[src/hdl/dbsm_pkg.sv]
// ----------------------------------------------------------------------------
// dbsm_pkg
// shared types, constants and helpers for the debug breakpoint slot merger
// ----------------------------------------------------------------------------
`default_nettype none

package dbsm_pkg;

    // slot geometry
    localparam int unsigned SLOT_NUM   = 4;
    localparam int unsigned SLOT_IDX_W = $clog2(SLOT_NUM);
    localparam int unsigned SLOT_W     = 64;
    localparam int unsigned ADDR_W     = 59;
    localparam int unsigned COND_W     = 4;
    localparam int unsigned COND_LSB   = ADDR_W;
    localparam int unsigned EN_BIT     = SLOT_W - 1;
    localparam int unsigned EXT_W      = SLOT_W - ADDR_W;

    // guest control word layout
    localparam int unsigned CTL_W        = 32;
    localparam int unsigned CTL_COND_LSB = 16;
    localparam logic [15:0] CTL_LOW_MASK = 16'hFFFF;
    localparam int unsigned TRACE_LSB    = 8;
    localparam int unsigned TRACE_W      = 2;

    // configuration register map
    localparam int unsigned CFG_IDX_W         = 4;
    localparam int unsigned CFG_WANTED_BASE   = 0;
    localparam int unsigned CFG_IGNORED_BASE  = 4;
    localparam int unsigned CFG_REG_NUM       = 8;

    typedef logic [SLOT_W-1:0] t_slot;
    typedef t_slot [SLOT_NUM-1:0] t_slot_vec;

    typedef struct packed {
        t_slot_vec wanted;
        t_slot_vec ignored;
    } t_slot_set;

    // address masked to 59 bits, condition nibble and enable on top
    function automatic t_slot pack_guest(input logic [SLOT_W-1:0] addr,
                                         input logic [COND_W-1:0] cond,
                                         input logic en);
        pack_guest = {en, cond, addr[ADDR_W-1:0]};
    endfunction

    function automatic logic [SLOT_W-1:0] sign_ext_addr(input t_slot s);
        sign_ext_addr = {{EXT_W{s[ADDR_W-1]}}, s[ADDR_W-1:0]};
    endfunction

endpackage

`default_nettype wire

[src/hdl/dbsm_cfg.sv]
// ----------------------------------------------------------------------------
// dbsm_cfg
// wanted and ignored slot registers behind the configuration write channel
// ----------------------------------------------------------------------------
`default_nettype none

module dbsm_cfg (
    input  wire logic                           i_clk,
    input  wire logic                           i_rst_n,
    input  wire logic                           i_cfg_valid,
    output logic                                o_cfg_ready,
    input  wire logic [dbsm_pkg::CFG_IDX_W-1:0] i_cfg_index,
    input  wire logic [dbsm_pkg::SLOT_W-1:0]    i_cfg_data,
    output dbsm_pkg::t_slot_set                 o_slots
);

    dbsm_pkg::t_slot_set r_slots;
    dbsm_pkg::t_slot_set n_slots;

    assign o_cfg_ready = 1'b1;

    always_comb begin
        n_slots = r_slots;
        if (i_cfg_valid) begin
            if (i_cfg_index < dbsm_pkg::CFG_IDX_W'(dbsm_pkg::CFG_IGNORED_BASE)) begin
                n_slots.wanted[i_cfg_index[dbsm_pkg::SLOT_IDX_W-1:0]] = i_cfg_data;
            end else if (i_cfg_index < dbsm_pkg::CFG_IDX_W'(dbsm_pkg::CFG_REG_NUM)) begin
                n_slots.ignored[i_cfg_index[dbsm_pkg::SLOT_IDX_W-1:0]] = i_cfg_data;
            end
        end
    end

    always_ff @(posedge i_clk) begin
        if (!i_rst_n) begin
            r_slots <= '0;
        end else begin
            r_slots <= n_slots;
        end
    end

    assign o_slots = r_slots;

endmodule

`default_nettype wire

[src/hdl/debug_breakpoint_slot_merger.sv]
// ----------------------------------------------------------------------------
// debug_breakpoint_slot_merger
// merges guest hardware breakpoints with configured wanted/ignored slots
// ----------------------------------------------------------------------------
//
//  channel  | direction | handshake                  | payload
//  ---------+-----------+----------------------------+-------------------------------
//  input    | in        | i_valid / o_ready          | guest addresses, control, flags
//  result   | out       | o_valid / i_ready          | final slots, control, mask, strobes
//  config   | in        | i_cfg_valid / o_cfg_ready  | i_cfg_index, i_cfg_data
//
//  one transfer per cycle on each channel while it is not stalled; input to result passes three registered stages
//  pipeline: suppress/pack -> compact into free slots -> build control word
//  a full pipeline with i_ready low holds every stage; nothing is dropped
//  o_ready falls only when all three stages hold data and the result is stalled
//  synchronous active-low reset clears stage valids and slot registers
//
`default_nettype none

module debug_breakpoint_slot_merger (
    input  wire logic                           i_clk,
    input  wire logic                           i_rst_n,
    // input items
    input  wire logic                           i_valid,
    output logic                                o_ready,
    input  wire logic [63:0]                    i_guest_address_0,
    input  wire logic [63:0]                    i_guest_address_1,
    input  wire logic [63:0]                    i_guest_address_2,
    input  wire logic [63:0]                    i_guest_address_3,
    input  wire logic [31:0]                    i_guest_control,
    input  wire logic                           i_kernel_mode,
    input  wire logic                           i_tracing_supported,
    input  wire logic                           i_tracing_busy,
    // result items
    output logic                                o_valid,
    input  wire logic                           i_ready,
    output logic [63:0]                         o_final_address_0,
    output logic [63:0]                         o_final_address_1,
    output logic [63:0]                         o_final_address_2,
    output logic [63:0]                         o_final_address_3,
    output logic [31:0]                         o_final_control,
    output logic [3:0]                          o_occupied_mask,
    output logic                                o_debugctl_write,
    output logic [1:0]                          o_debugctl_value,
    output logic                                o_clear_status,
    // configuration writes
    input  wire logic                           i_cfg_valid,
    output logic                                o_cfg_ready,
    input  wire logic [dbsm_pkg::CFG_IDX_W-1:0] i_cfg_index,
    input  wire logic [63:0]                    i_cfg_data
);

    localparam int unsigned N = dbsm_pkg::SLOT_NUM;

    dbsm_pkg::t_slot_set slots;

    dbsm_cfg u_cfg (
        .i_clk       (i_clk),
        .i_rst_n     (i_rst_n),
        .i_cfg_valid (i_cfg_valid),
        .o_cfg_ready (o_cfg_ready),
        .i_cfg_index (i_cfg_index),
        .i_cfg_data  (i_cfg_data),
        .o_slots     (slots)
    );

    // stage advance: a stage loads when it is empty or its successor moves
    logic en1, en2, en3;

    logic r_s1_valid, r_s2_valid, r_o_valid;

    assign en3     = !r_o_valid || i_ready;
    assign en2     = !r_s2_valid || en3;
    assign en1     = !r_s1_valid || en2;
    assign o_ready = en1;
    assign o_valid = r_o_valid;

    always_ff @(posedge i_clk) begin
        if (!i_rst_n) begin
            r_s1_valid <= 1'b0;
            r_s2_valid <= 1'b0;
            r_o_valid  <= 1'b0;
        end else begin
            if (en1) begin
                r_s1_valid <= i_valid;
            end
            if (en2) begin
                r_s2_valid <= r_s1_valid;
            end
            if (en3) begin
                r_o_valid <= r_s2_valid;
            end
        end
    end

    // ------------------------------------------------------------------
    // stage 1: pack guest slots and drop those equal to an ignored slot
    // ------------------------------------------------------------------
    logic [63:0]               guest_addr [N];
    dbsm_pkg::t_slot_vec       n_s1_slot;
    logic                      n_s1_active;
    logic                      n_s1_dbg_wr;
    logic [dbsm_pkg::TRACE_W-1:0] n_s1_dbg_val;
    logic [dbsm_pkg::TRACE_W-1:0] trace_bits;

    assign guest_addr[0] = i_guest_address_0;
    assign guest_addr[1] = i_guest_address_1;
    assign guest_addr[2] = i_guest_address_2;
    assign guest_addr[3] = i_guest_address_3;

    for (genvar gi = 0; gi < N; gi++) begin : g_pack
        dbsm_pkg::t_slot packed_slot;
        logic [N-1:0]    hit;

        assign packed_slot = dbsm_pkg::pack_guest(
            guest_addr[gi],
            i_guest_control[dbsm_pkg::CTL_COND_LSB + dbsm_pkg::COND_W*gi +:
                            dbsm_pkg::COND_W],
            i_guest_control[2*gi]);

        for (genvar gj = 0; gj < N; gj++) begin : g_cmp
            assign hit[gj] = (packed_slot == slots.ignored[gj]);
        end

        // a suppressed slot becomes all zero, which also makes it free
        assign n_s1_slot[gi] = (|hit) ? '0 : packed_slot;
    end

    assign trace_bits  = i_guest_control[dbsm_pkg::TRACE_LSB +: dbsm_pkg::TRACE_W];
    assign n_s1_active = |(i_guest_control[15:0] & dbsm_pkg::CTL_LOW_MASK);

    // debugctl only touched in user context when tracing is free to use
    always_comb begin
        n_s1_dbg_wr  = n_s1_active && !i_kernel_mode && (|trace_bits)
                       && i_tracing_supported && !i_tracing_busy;
        n_s1_dbg_val = n_s1_dbg_wr ? trace_bits : '0;
    end

    dbsm_pkg::t_slot_vec          r_s1_slot;
    logic                         r_s1_active;
    logic                         r_s1_dbg_wr;
    logic [dbsm_pkg::TRACE_W-1:0] r_s1_dbg_val;
    logic                         r_s1_clr;

    always_ff @(posedge i_clk) begin
        if (en1) begin
            r_s1_slot    <= n_s1_slot;
            r_s1_active  <= n_s1_active;
            r_s1_dbg_wr  <= n_s1_dbg_wr;
            r_s1_dbg_val <= n_s1_dbg_val;
            r_s1_clr     <= !i_kernel_mode;
        end
    end

    // ------------------------------------------------------------------
    // stage 2: wanted slots replace all slots if inactive, else fill free guest slots in order
    // ------------------------------------------------------------------
    logic [N-1:0]                    free;
    logic [dbsm_pkg::SLOT_IDX_W-1:0] rank [N];
    dbsm_pkg::t_slot_vec             n_s2_slot;
    logic [N-1:0]                    n_s2_mask;

    for (genvar gi = 0; gi < N; gi++) begin : g_free
        assign free[gi] = !r_s1_slot[gi][dbsm_pkg::EN_BIT];
    end

    // rank of a slot = number of free slots below it
    always_comb begin
        rank[0] = '0;
        rank[1] = {1'b0, free[0]};
        rank[2] = rank[1] + {1'b0, free[1]};
        rank[3] = rank[2] + {1'b0, free[2]};
    end

    for (genvar gi = 0; gi < N; gi++) begin : g_fill
        always_comb begin
            if (!r_s1_active) begin
                n_s2_slot[gi] = slots.wanted[gi];
                n_s2_mask[gi] = 1'b0;
            end else if (free[gi]) begin
                n_s2_slot[gi] = slots.wanted[rank[gi]];
                n_s2_mask[gi] = 1'b0;
            end else begin
                n_s2_slot[gi] = r_s1_slot[gi];
                n_s2_mask[gi] = 1'b1;
            end
        end
    end

    dbsm_pkg::t_slot_vec          r_s2_slot;
    logic [N-1:0]                 r_s2_mask;
    logic                         r_s2_dbg_wr;
    logic [dbsm_pkg::TRACE_W-1:0] r_s2_dbg_val;
    logic                         r_s2_clr;

    always_ff @(posedge i_clk) begin
        if (en2) begin
            r_s2_slot    <= n_s2_slot;
            r_s2_mask    <= n_s2_mask;
            r_s2_dbg_wr  <= r_s1_dbg_wr;
            r_s2_dbg_val <= r_s1_dbg_val;
            r_s2_clr     <= r_s1_clr;
        end
    end

    // ------------------------------------------------------------------
    // stage 3: control word and sign-extended addresses
    // ------------------------------------------------------------------
    logic [dbsm_pkg::CTL_W-1:0] n_ctl;
    logic [63:0]                n_addr [N];

    always_comb begin
        n_ctl = '0;
        for (int k = 0; k < N; k++) begin
            n_ctl[dbsm_pkg::CTL_COND_LSB + dbsm_pkg::COND_W*k +: dbsm_pkg::COND_W] =
                r_s2_slot[k][dbsm_pkg::COND_LSB +: dbsm_pkg::COND_W];
            n_ctl[2*k] = r_s2_slot[k][dbsm_pkg::EN_BIT];
        end
    end

    for (genvar gi = 0; gi < N; gi++) begin : g_ext
        assign n_addr[gi] = dbsm_pkg::sign_ext_addr(r_s2_slot[gi]);
    end

    always_ff @(posedge i_clk) begin
        if (en3) begin
            o_final_address_0 <= n_addr[0];
            o_final_address_1 <= n_addr[1];
            o_final_address_2 <= n_addr[2];
            o_final_address_3 <= n_addr[3];
            o_final_control   <= n_ctl;
            o_occupied_mask   <= r_s2_mask;
            o_debugctl_write  <= r_s2_dbg_wr;
            o_debugctl_value  <= r_s2_dbg_val;
            o_clear_status    <= r_s2_clr;
        end
    end

endmodule

`default_nettype wire

[config.mk]
export PLATFORM = sky130hd
export DESIGN_NAME = debug_breakpoint_slot_merger
export DESIGN_NICKNAME = d
export VERILOG_FILES = /design/src/hdl/dbsm_pkg.sv /design/src/hdl/dbsm_cfg.sv /design/src/hdl/debug_breakpoint_slot_merger.sv
export SDC_FILE = /design/constraint.sdc
export NUM_CORES = 2
export LEC_CHECK = 0
export ABC_AREA = 1
export BUFFER_PORTS_ARGS = -buffer_cell sky130_fd_sc_hd__buf_2
export CAP_MARGIN = 0
export CORE_MARGIN = 8
export CORE_UTILIZATION = 53
export CTS_CLUSTER_DIAMETER = 200
export DETAILED_ROUTE_END_ITERATION = 6
export MAX_ROUTING_LAYER = met4
export PLACE_DENSITY = 0.76
export SLEW_MARGIN = 20
export SYNTH_ARGS = -nofsm -noshare
export SYNTH_HDL_FRONTEND = slang
export SYNTH_SLANG_ARGS = --single-unit
export TNS_END_PERCENT = 5
[constraint.sdc]
create_clock -name i_clk -period 39.3 [get_ports i_clk]
set_input_delay 3.93 -clock i_clk [delete_from_list [all_inputs] [get_ports i_clk]]
set_output_delay 3.93 -clock i_clk [all_outputs]
set_load 0.01 [all_outputs]
==> results_dict.tcl <==
set metrics [dict create \
    skew_ns 0.02998 \
    cts_made_buffers 143 \
    hold_class "flop to flop" \
    slew_headroom_pct 15.80 \
    yosysWarnings 0 \
    criticalPathCategory "primary input to primary output" \
    htreeDepth 4 \
    drt_iter0_markers 8920 \
    hold_viol 0 \
    cp.required_ns 35.37 \
    antenna_left 0 \
    holdBufCountCts 0 \
    multi_input_area_um2 28540 \
    preCtsSetupSlack_ns 29.49 \
    synthCells 8399 \
    drt-vias-per-instance 5.786 \
    worst_setup_path_end_kind "primary output" \
    setup_violations 0 \
    powerDensity_nw_per_um2 44.11 \
    synth_common_cells "nand2_1, nor2_1, o21ai_0" \
    seq_area_frac_synth_pct 49.99 \
    ir_drop_mv 0.04401 \
    die_w_um 374.3 \
    cts_setup_buffers 0 \
    grt_use_total_pct 36.07 \
    avgRoutedWirePerCell_um 24.49 \
    syn_avg_cell_area_um2 8.099 \
    drc_errors 16 \
    status "finished with violations" \
    grt_max_degree 191 \
    synth_top_flop_cell "edfxtp_1" \
    cts_sinks 1304 \
    first_pass_iters 7 \
    io_buffers 629 \
    p_leak_uw 0.03336 \
    crit_chain "buf_2 > inv_1 > nand2_4 > buf_4 > nor2_1 > nand2_4 > buf_2" \
    io_pins 663 \
    grt_pass1_vias 56570 \
    drive_gt1_share_pct 13.37 \
    tns_ns 0 \
    die_area_um2 140100 \
    synth_top_area_share_pct 34.83 \
    synthMostInstantiatedCell "nand2_1" \
    synth_edf_count 789 \
    clk_pin_slew_worst_paths_ns 0.06 \
    rsz0062_at_grt "no" \
    maxSlewViolCount 0 \
    cp_max_fo 68 \
    timing.fmax_mhz 102.0 \
    drv_cap 0 \
    core_um2 127500 \
    synth_area_um2 68020 \
    fin_nets 8994 \
    area_growth_pct 11.22 \
    async_flop_share_pct 0 \
    num-fill-cells 11270 \
    period_share_pct 24.94 \
    setup_ws_ns 29.50 \
    cts_root_buf "clkbuf_16" \
    worst_pin_slew_ns 1.263 \
    worst_path_max_delay_cell "nor2_1" \
    die_h_um 374.3 \
    worst_setup_path_start_kind "primary input" \
    regArea_um2 34000 \
    hpwl_um 172300 \
    routed_wl_um 257800 \
    antenna_found_initial 122 \
    clockBufferDepth 3 \
    synth-seq-cells 1304 \
    postCtsResizedCells 0 \
    synth_area_leaders "edfxtp_1, dfxtp_1, nand2_1" \
    overflow 0 \
    via_count 60930 \
    critical_path.max_stage_delay_ns 0.56 \
    violations "DRC" \
    synth_top_cell_by_area "edfxtp_1" \
    clk_latency_ns 0.81 \
    yosysUniqueCellTypes 35 \
    grt_pass1_wl_um 368800 \
    start_util_pct 53.34 \
    cts_tree "yes" \
    rows 131 \
    worstPathArrival_ns 5.87 \
    final.min_clock_period_ns 9.803 \
    gp_congestion 1.036 \
]
[metal layers]
layer	global-route usage [%]	part of all wire (%)	up-vias
met2	52.37	43	4199
met5	-	0	-
met3	11.30	14	849
met1	45.32	38	28170
li1	-	-	27710
met4	18.53	5.3	0
[cell type report]
type | count | share of cell area [%]
Antenna cell | 120 | 0.3969
Clock buffer | 197 | 5.203
Clock inverter | 68 | 0.9146
Inverter | 644 | 3.233
Multi-Input combinational cell | 5845 | 37.72
Sequential cell | 1304 | 44.94
Tap cell | 1662 | 2.749
Timing Repair Buffer | 690 | 4.839
[worst max-delay path: cells and delay by family]
family / cells / cell delay [ns]
buffers and inverters: 4 / 0.83
AND/OR/NAND/NOR: 3 / 1.07
[logic make-up after synthesis]
family          Yosys count  share of synthesized area (%)
compound gates         1639                          12.31
xor+xnor                612                          7.880
fa+ha+maj                 2                        0.04782
buf+inv                1261                          8.268
flops                  1304                          49.99
other cells               2                        0.01104
simple gates           3579                          21.50
[stage by stage]
stage | cell area (um^2) | hold slack, ns | total power, uW | instances | util [%]
after floorplan | 68060 | 0.4003 | 1833 | 8410 | -
after global placement | 70670 | 0.4007 | 1992 | 10140 | 55.42
after detailed placement | 70670 | 0.4045 | 2002 | 10140 | 55.42
after CTS | 75300 | 0.4038 | 3331 | 10410 | 59.05
after global routing | 75620 | 0.4112 | 3433 | 10520 | 59.30
final | 75660 | 0.4101 | 3337 | 10530 | 59.33
[placed cells by master (no fill, tap or decap), types with 5 or more instances in the layout]
| cell type | netlist | routed |
|---|---|---|
| a21oi_1 | 490 | 490 |
| buf_2 | 207 | 628 |
| buf_4 | 34 | 58 |
| bufinv_16 | 0 | 9 |
| clkbuf_1 | 286 | 43 |
| clkbuf_16 | 0 | 147 |
| clkbuf_8 | 2 | 7 |
| clkinv_1 | 4 | 16 |
| clkinv_2 | 0 | 27 |
| clkinv_4 | 0 | 6 |
| conb_1 | 2 | 13 |
| dfxtp_1 | 515 | 515 |
| diode_2 | 0 | 120 |
| edfxtp_1 | 789 | 789 |
| inv_1 | 528 | 523 |
| inv_2 | 112 | 108 |
| inv_6 | 0 | 7 |
| nand2_1 | 2011 | 2006 |
| nand2_4 | 6 | 11 |
| nand3_1 | 64 | 63 |
| nand4_1 | 18 | 18 |
| nor2_1 | 1205 | 1203 |
| nor3_1 | 134 | 133 |
| nor3_2 | 125 | 125 |
| nor4_1 | 5 | 5 |
| o211ai_1 | 66 | 66 |
| o21ai_0 | 1081 | 1081 |
| xnor2_1 | 64 | 64 |
| xor2_1 | 548 | 548 |
[final timing paths]
check	startpoint	endpoint	slack, ns	cells past startpoint
setup / recovery	i_ready	o_ready	29.50	7
hold / removal	n_addr[105]	o_final_address_2[41]	0.41	0
setup reg to reg	r_s1_slot[63]	n_addr[30]	34.03	9
hold reg to reg	n_addr[105]	o_final_address_2[41]	0.41	0
[report_power, final]
part / leakage (uW) / switching [uW] / internal, uW
combinational: 0.0182 / 280 / 130
clock: 0.00225 / 580 / 767
sequential: 0.0129 / 37.5 / 1540
[registers in the layout, indices dropped and copies added, names as in the netlist, 2 cells and up]
signal,flops
r_s2_mask,4
r_s2_dbg_val,2
u_cfg.o_slots,512
o_final_address_1,59
o_debugctl_value,2
o_final_address_0,59
o_occupied_mask,4
r_s1_dbg_val,2
o_final_address_3,59
n_addr,236
r_s1_slot,256
o_final_address_2,59
o_final_control,20
n_ctl,20
(Power assumes the default switching activity.)
